===== config.mk =====
export PLATFORM = sky130hd
export DESIGN_NAME = sspq_cell
export DESIGN_NICKNAME = d
export VERILOG_FILES = /design/src/hw/rtl/sspq_pkg.sv /design/src/hw/rtl/sspq_cell.sv
export SDC_FILE = /design/constraint.sdc
export NUM_CORES = 1
export LEC_CHECK = 0
export BUFFER_PORTS_ARGS = -buffer_cell sky130_fd_sc_hd__buf_4
export CELL_PAD_IN_SITES_DETAIL_PLACEMENT = 1
export CELL_PAD_IN_SITES_GLOBAL_PLACEMENT = 1
export CORE_ASPECT_RATIO = 1.25
export CORE_MARGIN = 2
export CORE_UTILIZATION = 33
export DETAILED_ROUTE_END_ITERATION = 10
export MAX_ROUTING_LAYER = met4
export PLACE_DENSITY = 0.92
export SLEW_MARGIN = 0
export SYNTH_ARGS = -nofsm -noshare
export SYNTH_HDL_FRONTEND = slang
export SYNTH_SLANG_ARGS = --single-unit

===== constraint.sdc =====
create_clock -name clk -period 3.8 [get_ports clk]
set_input_delay 0.95 -clock clk [delete_from_list [all_inputs] [get_ports clk]]
set_output_delay 0.95 -clock clk [all_outputs]
set_load 0.005 [all_outputs]

===== src/hw/rtl/sspq_pkg.sv =====
// Shared types and constants for the sorted-set priority queue.
package sspq_pkg;

  localparam int KEY_W   = 64;
  localparam int COUNT_W = 7;

  typedef enum logic [1:0] {
    MODE_INSERT   = 2'd0,
    MODE_REMOVE   = 2'd1,
    MODE_CONTAINS = 2'd2,
    MODE_POP_MIN  = 2'd3
  } mode_t;

  typedef enum logic [2:0] {
    OP_HOLD,
    OP_COMPARE,
    OP_INSERT,
    OP_DELETE,
    OP_POP
  } cell_op_t;

  typedef struct packed {
    cell_op_t                 op;
    logic signed [KEY_W-1:0] key;
  } cell_ctl_t;

  typedef enum logic {
    ST_IDLE,
    ST_EXEC
  } state_t;

endpackage


===== src/hw/rtl/sspq_cell.sv =====
// One slot of the sorted cell chain: key, valid bit and compare flags.
module sspq_cell (
  input  logic                              clk,
  input  logic                              rst,
  input  sspq_pkg::cell_ctl_t               ctl,
  input  logic                              lt_prev,
  input  logic signed [sspq_pkg::KEY_W-1:0] below_key,
  input  logic                              below_valid,
  input  logic signed [sspq_pkg::KEY_W-1:0] above_key,
  input  logic                              above_valid,
  output logic signed [sspq_pkg::KEY_W-1:0] slot_key,
  output logic                              slot_valid,
  output logic                              lt,
  output logic                              eq
);
  import sspq_pkg::*;

  always_ff @(posedge clk) begin
    if (rst) begin
      slot_valid <= 1'b0;
    end else begin
      case (ctl.op)
        OP_INSERT: begin
          if (!lt) begin
            slot_valid <= lt_prev ? 1'b1 : below_valid;
          end
        end
        OP_DELETE: begin
          if (!lt) begin
            slot_valid <= above_valid;
          end
        end
        OP_POP: begin
          slot_valid <= above_valid;
        end
        default: begin
          slot_valid <= slot_valid;
        end
      endcase
    end
  end

  always_ff @(posedge clk) begin
    case (ctl.op)
      OP_COMPARE: begin
        lt <= slot_valid && (slot_key < ctl.key);
        eq <= slot_valid && (slot_key == ctl.key);
      end
      OP_INSERT: begin
        if (!lt) begin
          slot_key <= lt_prev ? ctl.key : below_key;
        end
      end
      OP_DELETE: begin
        if (!lt) begin
          slot_key <= above_key;
        end
      end
      OP_POP: begin
        slot_key <= above_key;
      end
      default: begin
        slot_key <= slot_key;
      end
    endcase
  end

endmodule


==> results of run 1 <==
-- critical path, cell delays in order --
cell and delay (ps):
buf_4 90, inv_1 40, ha_1 320, nand4_2 140
or4_4 590, nor4_4 300, nand2_2 100, a21oi_2 140
nand4b_1 150, mux2i_1 200
-- cells in the final DEF, fill, tap and decap left out, types with 2 or more instances in the layout --
cell and instances:
a211oi_1 3, a21o_1 11, a21oi_1 86, a221oi_1 3, buf_4 270, bufinv_16 2, clkbuf_1 2, clkbuf_16 9
clkinv_2 2, edfxtp_1 66, ha_1 64, inv_1 67, mux2i_1 66, nand2_1 11, nand3_1 8, nand4_1 12
nor2_1 71, nor3_1 2, nor3b_1 2, nor4_1 2, o21ai_0 5
-- power breakdown --
part           internal (W)  switching (W)  leakage, nW
logic              0.000321       0.000277         3.02
registers          0.000881      0.0000280        0.621
clock network      0.000573       0.000331        0.150
-- final timing paths --
path / start / end / slack [ps] / cells after the start
worst min-delay path: slot_valid / slot_valid / 640 / 2
worst min register to register: slot_valid / slot_valid / 640 / 2
worst max register to register: slot_key[42] / lt / 1280 / 8
worst max-delay path: ctl[42] / lt / 980 / 10
-- cell type report --
class,instances,area [sq um],share of cell area (%)
Clock buffer,11,233,3.10
Clock inverter,5,77.6,1.03
Inverter,67,251,3.35
Multi-Input combinational cell,363,2680,35.6
Sequential cell,67,2000,26.6
Tap cell,182,228,3.03
Timing Repair Buffer,271,2050,27.2
-- sequential cells by signal, summed over array words and instances, names as in the netlist --
name	count
slot_valid	1
lt	1
eq	1
slot_key	64
-- metal layers --
layer	GRT usage (%)	routed length, um	vias to the layer above	part of all wire, %
met3	4.49	939	29	5.5
met4	7.06	410	0	2.4
met5	-	0	-	0
met2	40.7	9480	174	55
li1	-	-	2379	-
met1	21.8	6350	2329	37
-- kinds of logic (layout without fill, tap and decap cells) --
family                   after synthesis  after routing  share of synthesized area [%]
adder cells (fa/ha/maj)               64             64                           16.1
AO/OA/AOI/OAI                        116            116                           13.0
flip-flops                            67             67                           40.1
AND/OR/NAND/NOR                      117            117                           11.0
multiplexers                          66             66                           13.2
buffers and inverters                 88            354                           6.62
-- synth_stat cells (all sizes together) (2+ instances only) --
master / count
nor4: 3
a221oi: 3
clkbuf: 16
edfxtp: 66
a211oi: 3
nand4: 13
or4: 2
nor2: 71
nor3b: 2
o21ai: 5
nand2: 12
nor3: 2
ha: 64
a21oi: 88
nand3: 8
a21o: 13
inv: 67
mux2i: 66
buf: 5
-- per-stage QoR --
stage	worst slack, ps	power (W)	instances	hold WS [ps]	utilization, %
3_3_place_gp	715	0.00150	950	624	48.4
2_1_floorplan	776	0.00119	518	533	-
6_report	976	0.00241	966	636	50.5
4_1_cts	959	0.00244	966	658	50.5
3_5_place_dp	620	0.00153	950	651	48.4
5_1_grt	791	0.00253	966	670	50.5
==> impl_metrics.yaml, run 1 <==
die:
  chipHeight_um: 141
  coreArea_sq_mm: 0.0149
  die_w_um: 114
  start_util_pct: 33.5
  die_area_sq_mm: 0.0161
  ios: 267
  num_rows: 50
global_routing:
  antenna_found_initial: 0
  track_usage_pct: 21.5
  grt_pass1_wl_mm: 26.3
  grt_max_degree: 83
  grt_pass1_vias: 5350
  grt-ovfl-total: 0
clock_network:
  cts_resized: 0
  postCtsSetupBuffers: 0
  clockBufferDepth: 2
  cts_buffers: 9
  cts_hold_buf: 0
  cts_tree: "built"
  cts_max_level: 3
  path_clk_slew_ps: 60
  cts_sinks: 67
  clock_latency_ps: 330
  cts_root_buffer: "clkbuf_16"
worst_setup_path:
  start_kind: "input pin"
  crit_arrival_ps: 3010
  endpoint_kind: "register"
  worstPathRequired_ps: 3980
  cp_max_fo: 3
  worstSetupPathType: "input pin to register"
synthesis:
  synth_top_area_cell: "edfxtp_1"
  synth_edf_count: 66
  synth_nets: 782
  syn_area_per_cell_sq_um: 9.63
  syn_inst: 518
  syn_area_sq_mm: 0.00499
  synth_ff_type: "edfxtp_1"
  synthArstFlopShare_pct: 0
  ys_seq_area_share_pct: 40.1
  synth_cell_type_count: 34
  ys_ff_latch: 67
  synth.top_cells.by_area: "edfxtp_1 (40%), ha_1 (16%), mux2i_1 (13%)"
  ys_warn_count: 0
  synth_top_cell_area_share_pct: 39.7
pwr:
  leakagePower_nw: 3.79
  power.density_mw_per_mm2: 321
  ir_drop_uv: 169
run:
  max_cap_violations: 0
sta:
  rsz0062_at_grt: "false"
  tightestPinTransition_ps: 827
  skew_ps: 7.08
  drv_slew: 0
  setup_tns_ps: 0
  period_minus_slack_ps: 2820
  setup_violations: 0
  fmax_mhz: 354
  hold_violations: 0
  slew_headroom_pct: 44.9
  fin_crit_sh_pct: 74.3
final_layout:
  drive_gt1_share_pct: 37.4
  antenna_cells: 0
  area_growth_pct: 50.6
  num-nets-final: 1043
  design_area_sq_mm: 0.00751
  fill_cells: 1781
place:
  detailed_place.area_sq_mm: 0.00720
  gp_congestion: 0.772
  numPortBuffers: 266
  hpwl_mm: 14.0
route:
  postRouteAntennaNets: 0
  vias: 4911
  routedWlPerCell_um: 17.8
  via_per_inst: 5.08
  drt_pass1_iterations: 4
  drtIter0Drc: 92
  wirelength_mm: 17.2
  drc: 0
run_status:
  status: "finished, final reports clean"
hold_path:
  hold_class: "register to register"
No activity file was read; power rests on OpenSTA's default activity.
==> run 2, diff against run 1 <==
--- a/config.mk
+++ b/config.mk
@@ -10,10 +10,10 @@
 export CELL_PAD_IN_SITES_GLOBAL_PLACEMENT = 1
 export CORE_ASPECT_RATIO = 1.25
 export CORE_MARGIN = 2
-export CORE_UTILIZATION = 33
+export CORE_UTILIZATION = 30
 export DETAILED_ROUTE_END_ITERATION = 10
 export MAX_ROUTING_LAYER = met4
-export PLACE_DENSITY = 0.92
+export PLACE_DENSITY = 0.88
 export SLEW_MARGIN = 0
 export SYNTH_ARGS = -nofsm -noshare
 export SYNTH_HDL_FRONTEND = slang
==> constraint.sdc (replaced) <==
create_clock -name clk -period 2.5 [get_ports clk]
set_input_delay 0.625 -clock clk [delete_from_list [all_inputs] [get_ports clk]]
set_output_delay 0.625 -clock clk [all_outputs]
set_load 0.005 [all_outputs]
==> impl_metrics.yaml, run 2 (synthesis results as in run 1) <==
route:
  via_per_inst: 4.88
  postRouteAntennaNets: 0
  wirelength_mm: 17.6
  routedWlPerCell_um: 17.3
  drt_pass1_iterations: 4
  drc: 0
  drtIter0Drc: 141
  vias: 4988
place:
  hpwl_mm: 14.5
  dp_slack_ps: -345
  gp_congestion: 0.794
  detailed_place.area_sq_mm: 0.00746
  placed_cells: 1002
  numPortBuffers: 266
pwr:
  power.density_mw_per_mm2: 499
  ir_drop_uv: 264
  leakagePower_nw: 3.96
worst_setup_path:
  worstSetupPathType: "register to register"
  cp_max_fo: 3
  start_kind: "register"
  endpoint_kind: "register"
  crit_arrival_ps: 2630
  worstPathRequired_ps: 2680
sta:
  setup_violations: 0
  fin_crit_sh_pct: 98.1
  fmax_mhz: 408
  period_minus_slack_ps: 2450
  setup_tns_ps: 0
  tightestPinTransition_ps: 494
  skew_ps: 4.56
  slew_headroom_pct: 66.2
  drv_slew: 0
  rsz0062_at_grt: "true"
  worst_slack_ps: 48.5
  hold_violations: 0
die:
  chipHeight_um: 148
  ios: 267
  num_rows: 52
  start_util_pct: 30.7
  die_area_sq_mm: 0.0177
  coreArea_sq_mm: 0.0163
  die_w_um: 119
final_layout:
  num-nets-final: 1065
  regMostFlops: "slot_key"
  drive_gt1_share_pct: 39.7
  final_cell_mix: "buf_4 (286), a21oi_1 (86), nor2_1 (71)"
  antenna_cells: 0
  fin_cells: 1022
  largest_reg_flops: 64
  design_area_sq_mm: 0.00788
  area_growth_pct: 58.0
  fill_cells: 1898
  final_common_cell: "buf_4"
global_routing:
  grt_pass1_vias: 5592
  grt_max_degree: 51
  grt-ovfl-total: 0
  grt_pass1_wl_mm: 27.6
  track_usage_pct: 20.4
  antenna_found_initial: 0
clock_network:
  cts_sinks: 67
  cts_hold_buf: 0
  clock_latency_ps: 340
  clockBufferDepth: 2
  cts_buffers: 9
  cts_root_buffer: "clkbuf_16"
  cts_tree: "built"
  cts_max_level: 3
  path_clk_slew_ps: 60
run_status:
  status: "finished, final reports clean"
run:
  max_cap_violations: 0
hold_path:
  hold_class: "input pin to register"
## run 2: cell types whose count changed in the layout (fill, tap and decap cells not counted), sizes merged
cell	before	now
clkinv	2	1
clkinvlp	1	2
bufinv	2	4
buf	271	293
clkbuf	11	9
## run 2: area by class of cell
class | instances | area [sq um] | share of cell area, %
Multi-Input combinational cell | 363 | 2710 | 34.3
Timing Repair Buffer | 293 | 2290 | 29.0
Sequential cell | 67 | 2000 | 25.4
Tap cell | 216 | 270 | 3.43
Inverter | 67 | 251 | 3.19
Clock buffer | 9 | 225 | 2.86
Clock inverter | 7 | 140 | 1.78
## run 2: layer usage
layer | wire, um | global-route usage (%)
met3 | 980 | 3.91
met5 | 0 | -
met2 | 9630 | 38.5
met4 | 450 | 7.06
met1 | 6590 | 20.9
## run 2: per-stage QoR
step                power (W)  hold WS [ps]  util, %
floorplan             0.00181           533        -
global placement      0.00234           632     45.9
detailed placement    0.00238           668     45.9
CTS                   0.00399           429     48.4
global route          0.00413           442     48.5
finish                0.00394           445     48.5
## run 2: worst paths after layout
kind / start / to / slack, ps / cells after the start
max: slot_key[39] / lt / 50 / 8
min: rst / slot_valid / 440 / 2
max reg2reg: slot_key[39] / lt / 50 / 8
min reg2reg: slot_valid / slot_valid / 660 / 2
## run 2: worst max-delay path, cell delays in order, from the launching register on
cell and delay (ps):
edfxtp_1 430, ha_4 310, nand4_1 150, or4_4 550
nor4_4 310, nand2_2 90, a21oi_2 110, nand4b_1 130
mux2i_1 200
## run 2: power by group
group	switching (W)	internal, W
clock network	0.000514	0.00107
registers	0.0000431	0.00134
logic	0.000433	0.000536
## run 2: what timing repair did
action / in CTS / in global routing
pin swaps: 2 / 0
buffers inserted: 4 / 0
hold endpoints to repair: 0 / 0
endpoints found under the setup margin: 2 / 2
gates resized for setup: 1 / 2
==> run 3, diff against run 2 <==
--- a/config.mk
+++ b/config.mk
@@ -13,8 +13,8 @@
 export CORE_UTILIZATION = 30
 export DETAILED_ROUTE_END_ITERATION = 10
 export MAX_ROUTING_LAYER = met4
-export PLACE_DENSITY = 0.88
-export SLEW_MARGIN = 0
+export PLACE_DENSITY_LB_ADDON = 0.1
+export SLEW_MARGIN = 20
 export SYNTH_ARGS = -nofsm -noshare
 export SYNTH_HDL_FRONTEND = slang
 export SYNTH_SLANG_ARGS = --single-unit
==> impl_metrics.yaml, run 3 (synthesis results as in run 1) <==
final_layout:
  fin_cells: 1031
  final_cell_mix: "buf_4 (297), a21oi_1 (86), nor2_1 (71)"
  num-nets-final: 1074
  final_common_cell: "buf_4"
  regMostFlops: "slot_key"
  antenna_cells: 0
  area_growth_pct: 58.7
  drive_gt1_share_pct: 40.2
  fill_cells: 1885
  largest_reg_flops: 64
pwr:
  power.density_mw_per_mm2: 480
  seqPwrFrac_pct: 36.3
  p_sw_w: 0.000957
  ir_drop_uv: 318
  p_clk_share_pct: 38.2
  cell_internal_pwr_w: 0.00284
  comb_power_share_pct: 25.5
  swShare_pct: 25.2
  leakagePower_nw: 3.98
worst_setup_path:
  critPathSlowestCell: "or4_4"
  rrSetupSlack_ps: 30
  crit_arrival_ps: 2660
  path_cells: "buf_4 -> inv_1 -> ha_1 -> nand4_1 -> or4_4 -> nor4_4 -> nand2_2 -> a21oi_2 -> nand4b_1 -> mux2i_1"
  worstSetupPathType: "input pin to register"
  cp_max_fo: 2
  start_kind: "input pin"
  cpPeakStageDelay_ps: 590
  crit_family: "simple AND/OR/NAND/NOR gates"
  worstPathRequired_ps: 2680
  startpoint: "ctl[50]"
  endpoint_kind: "register"
  crit-reg2reg-launch: "slot_key[49]"
  path_buf_inv: 2
clock_network:
  clockBufferDepth: 2
  cts_buffers: 9
  cts_sinks: 67
  path_clk_slew_ps: 60
  cts_max_level: 3
  clock_latency_ps: 330
  cts_tree: "built"
  cts_root_buffer: "clkbuf_16"
die:
  coreArea_sq_mm: 0.0163
  ios: 267
  num_rows: 52
  die_w_um: 119
  die_area_sq_mm: 0.0177
  chipHeight_um: 148
  start_util_pct: 30.7
sta:
  fin_crit_sh_pct: 98.9
  skew_ps: 6.01
  setup_tns_ps: 0
  tightestPinTransition_ps: 507
  hold_violations: 0
  rsz0062_at_grt: "true"
  drv_slew: 0
  fmax_mhz: 405
  slew_headroom_pct: 66.1
  setup_violations: 0
  holdWs_ps: 440
  period_minus_slack_ps: 2470
  worst_slack_ps: 28.4
global_routing:
  grt_pass1_vias: 5440
  grt_pass1_wl_mm: 26.6
  grt-ovfl-total: 0
  track_usage_pct: 19.7
  grt_max_degree: 71
  antenna_found_initial: 0
route:
  vias: 4908
  via_per_inst: 4.76
  postRouteAntennaNets: 0
  drtIter0Drc: 102
  drc: 0
  routedWlPerCell_um: 16.6
  wirelength_mm: 17.1
  drt_pass1_iterations: 4
hold_path:
  hold_class: "input pin to register"
  holdCritStartpoint: "rst"
place:
  numPortBuffers: 266
  hpwl_mm: 14.0
  placed_cells: 1006
  dp_slack_ps: -347
  gp_congestion: 0.783
run_status:
  status: "finished, final reports clean"
run:
  max_cap_violations: 0
[run 3: cell count changes in the layout (fill, tap and decap cells not counted)]
cell | before | now
ha_4 | 1 | 3
clkinv_1 | 0 | 3
buf_12 | 7 | 5
bufinv_16 | 4 | 3
clkinvlp_4 | 2 | 0
ha_1 | 63 | 61
buf_4 | 286 | 297
[run 3: through the flow]
step / power (W) / utilization [%] / area, sq um
2_1_floorplan: 0.00181 / - / 4990
3_5_place_dp: 0.00237 / 45.9 / 7460
4_1_cts: 0.00385 / 48.0 / 7800
6_report: 0.00380 / 48.7 / 7920
3_3_place_gp: 0.00234 / 45.9 / 7460
5_1_grt: 0.00401 / 48.7 / 7920
[run 3: worst paths after layout]
check | end | depth (start not counted)
setup / recovery | lt | 10
hold / removal | slot_valid | 2
setup reg to reg | lt | 8
hold reg to reg | slot_valid | 2
[run 3: power groups by stage]
stage / Sequential, W / Clock, W / Combinational (W)
finish: 0.00138 / 0.00145 / 0.000970
global route: 0.00139 / 0.00153 / 0.00109
CTS: 0.00138 / 0.00150 / 0.000972
detailed placement: 0.00140 / 0 / 0.000965
global placement: 0.00140 / 0 / 0.000938
floorplan: 0.00140 / 0 / 0.000409
[run 3: area by class of cell]
| cell class | count | area, sq um | share of cell area [%] |
|---|---|---|---|
| Tap cell | 216 | 270 | 3.41 |
| Clock buffer | 9 | 225 | 2.84 |
| Inverter | 67 | 251 | 3.18 |
| Multi-Input combinational cell | 363 | 2730 | 34.5 |
| Clock inverter | 7 | 106 | 1.34 |
| Timing Repair Buffer | 302 | 2330 | 29.4 |
| Sequential cell | 67 | 2000 | 25.3 |
[run 3: worst register-to-register path, delay by kind of cell, from the launching register on]
| family | cells | cell delay [ps] |
|---|---|---|
| AND/OR/NAND/NOR | 5 | 1290 |
| flip-flops | 1 | 430 |
| adder cells (fa/ha/maj) | 1 | 290 |
| AO/OA/AOI/OAI | 1 | 120 |
| multiplexers | 1 | 200 |
[run 3: what timing repair did]
item,CTS,global route
resized for setup,0,5
pin swaps,3,7
hold buffers,0,0
endpoints found under the setup margin,2,2
buffers inserted,1,8
[run 3: routing by layer]
layer | up-vias | GRT usage [%] | part of all wire, %
met1 | 2291 | 20.0 | 38
met4 | 0 | 6.18 | 1.6
met3 | 16 | 4.18 | 6.3
met2 | 155 | 37.6 | 54
met5 | - | - | 0
li1 | 2446 | - | -
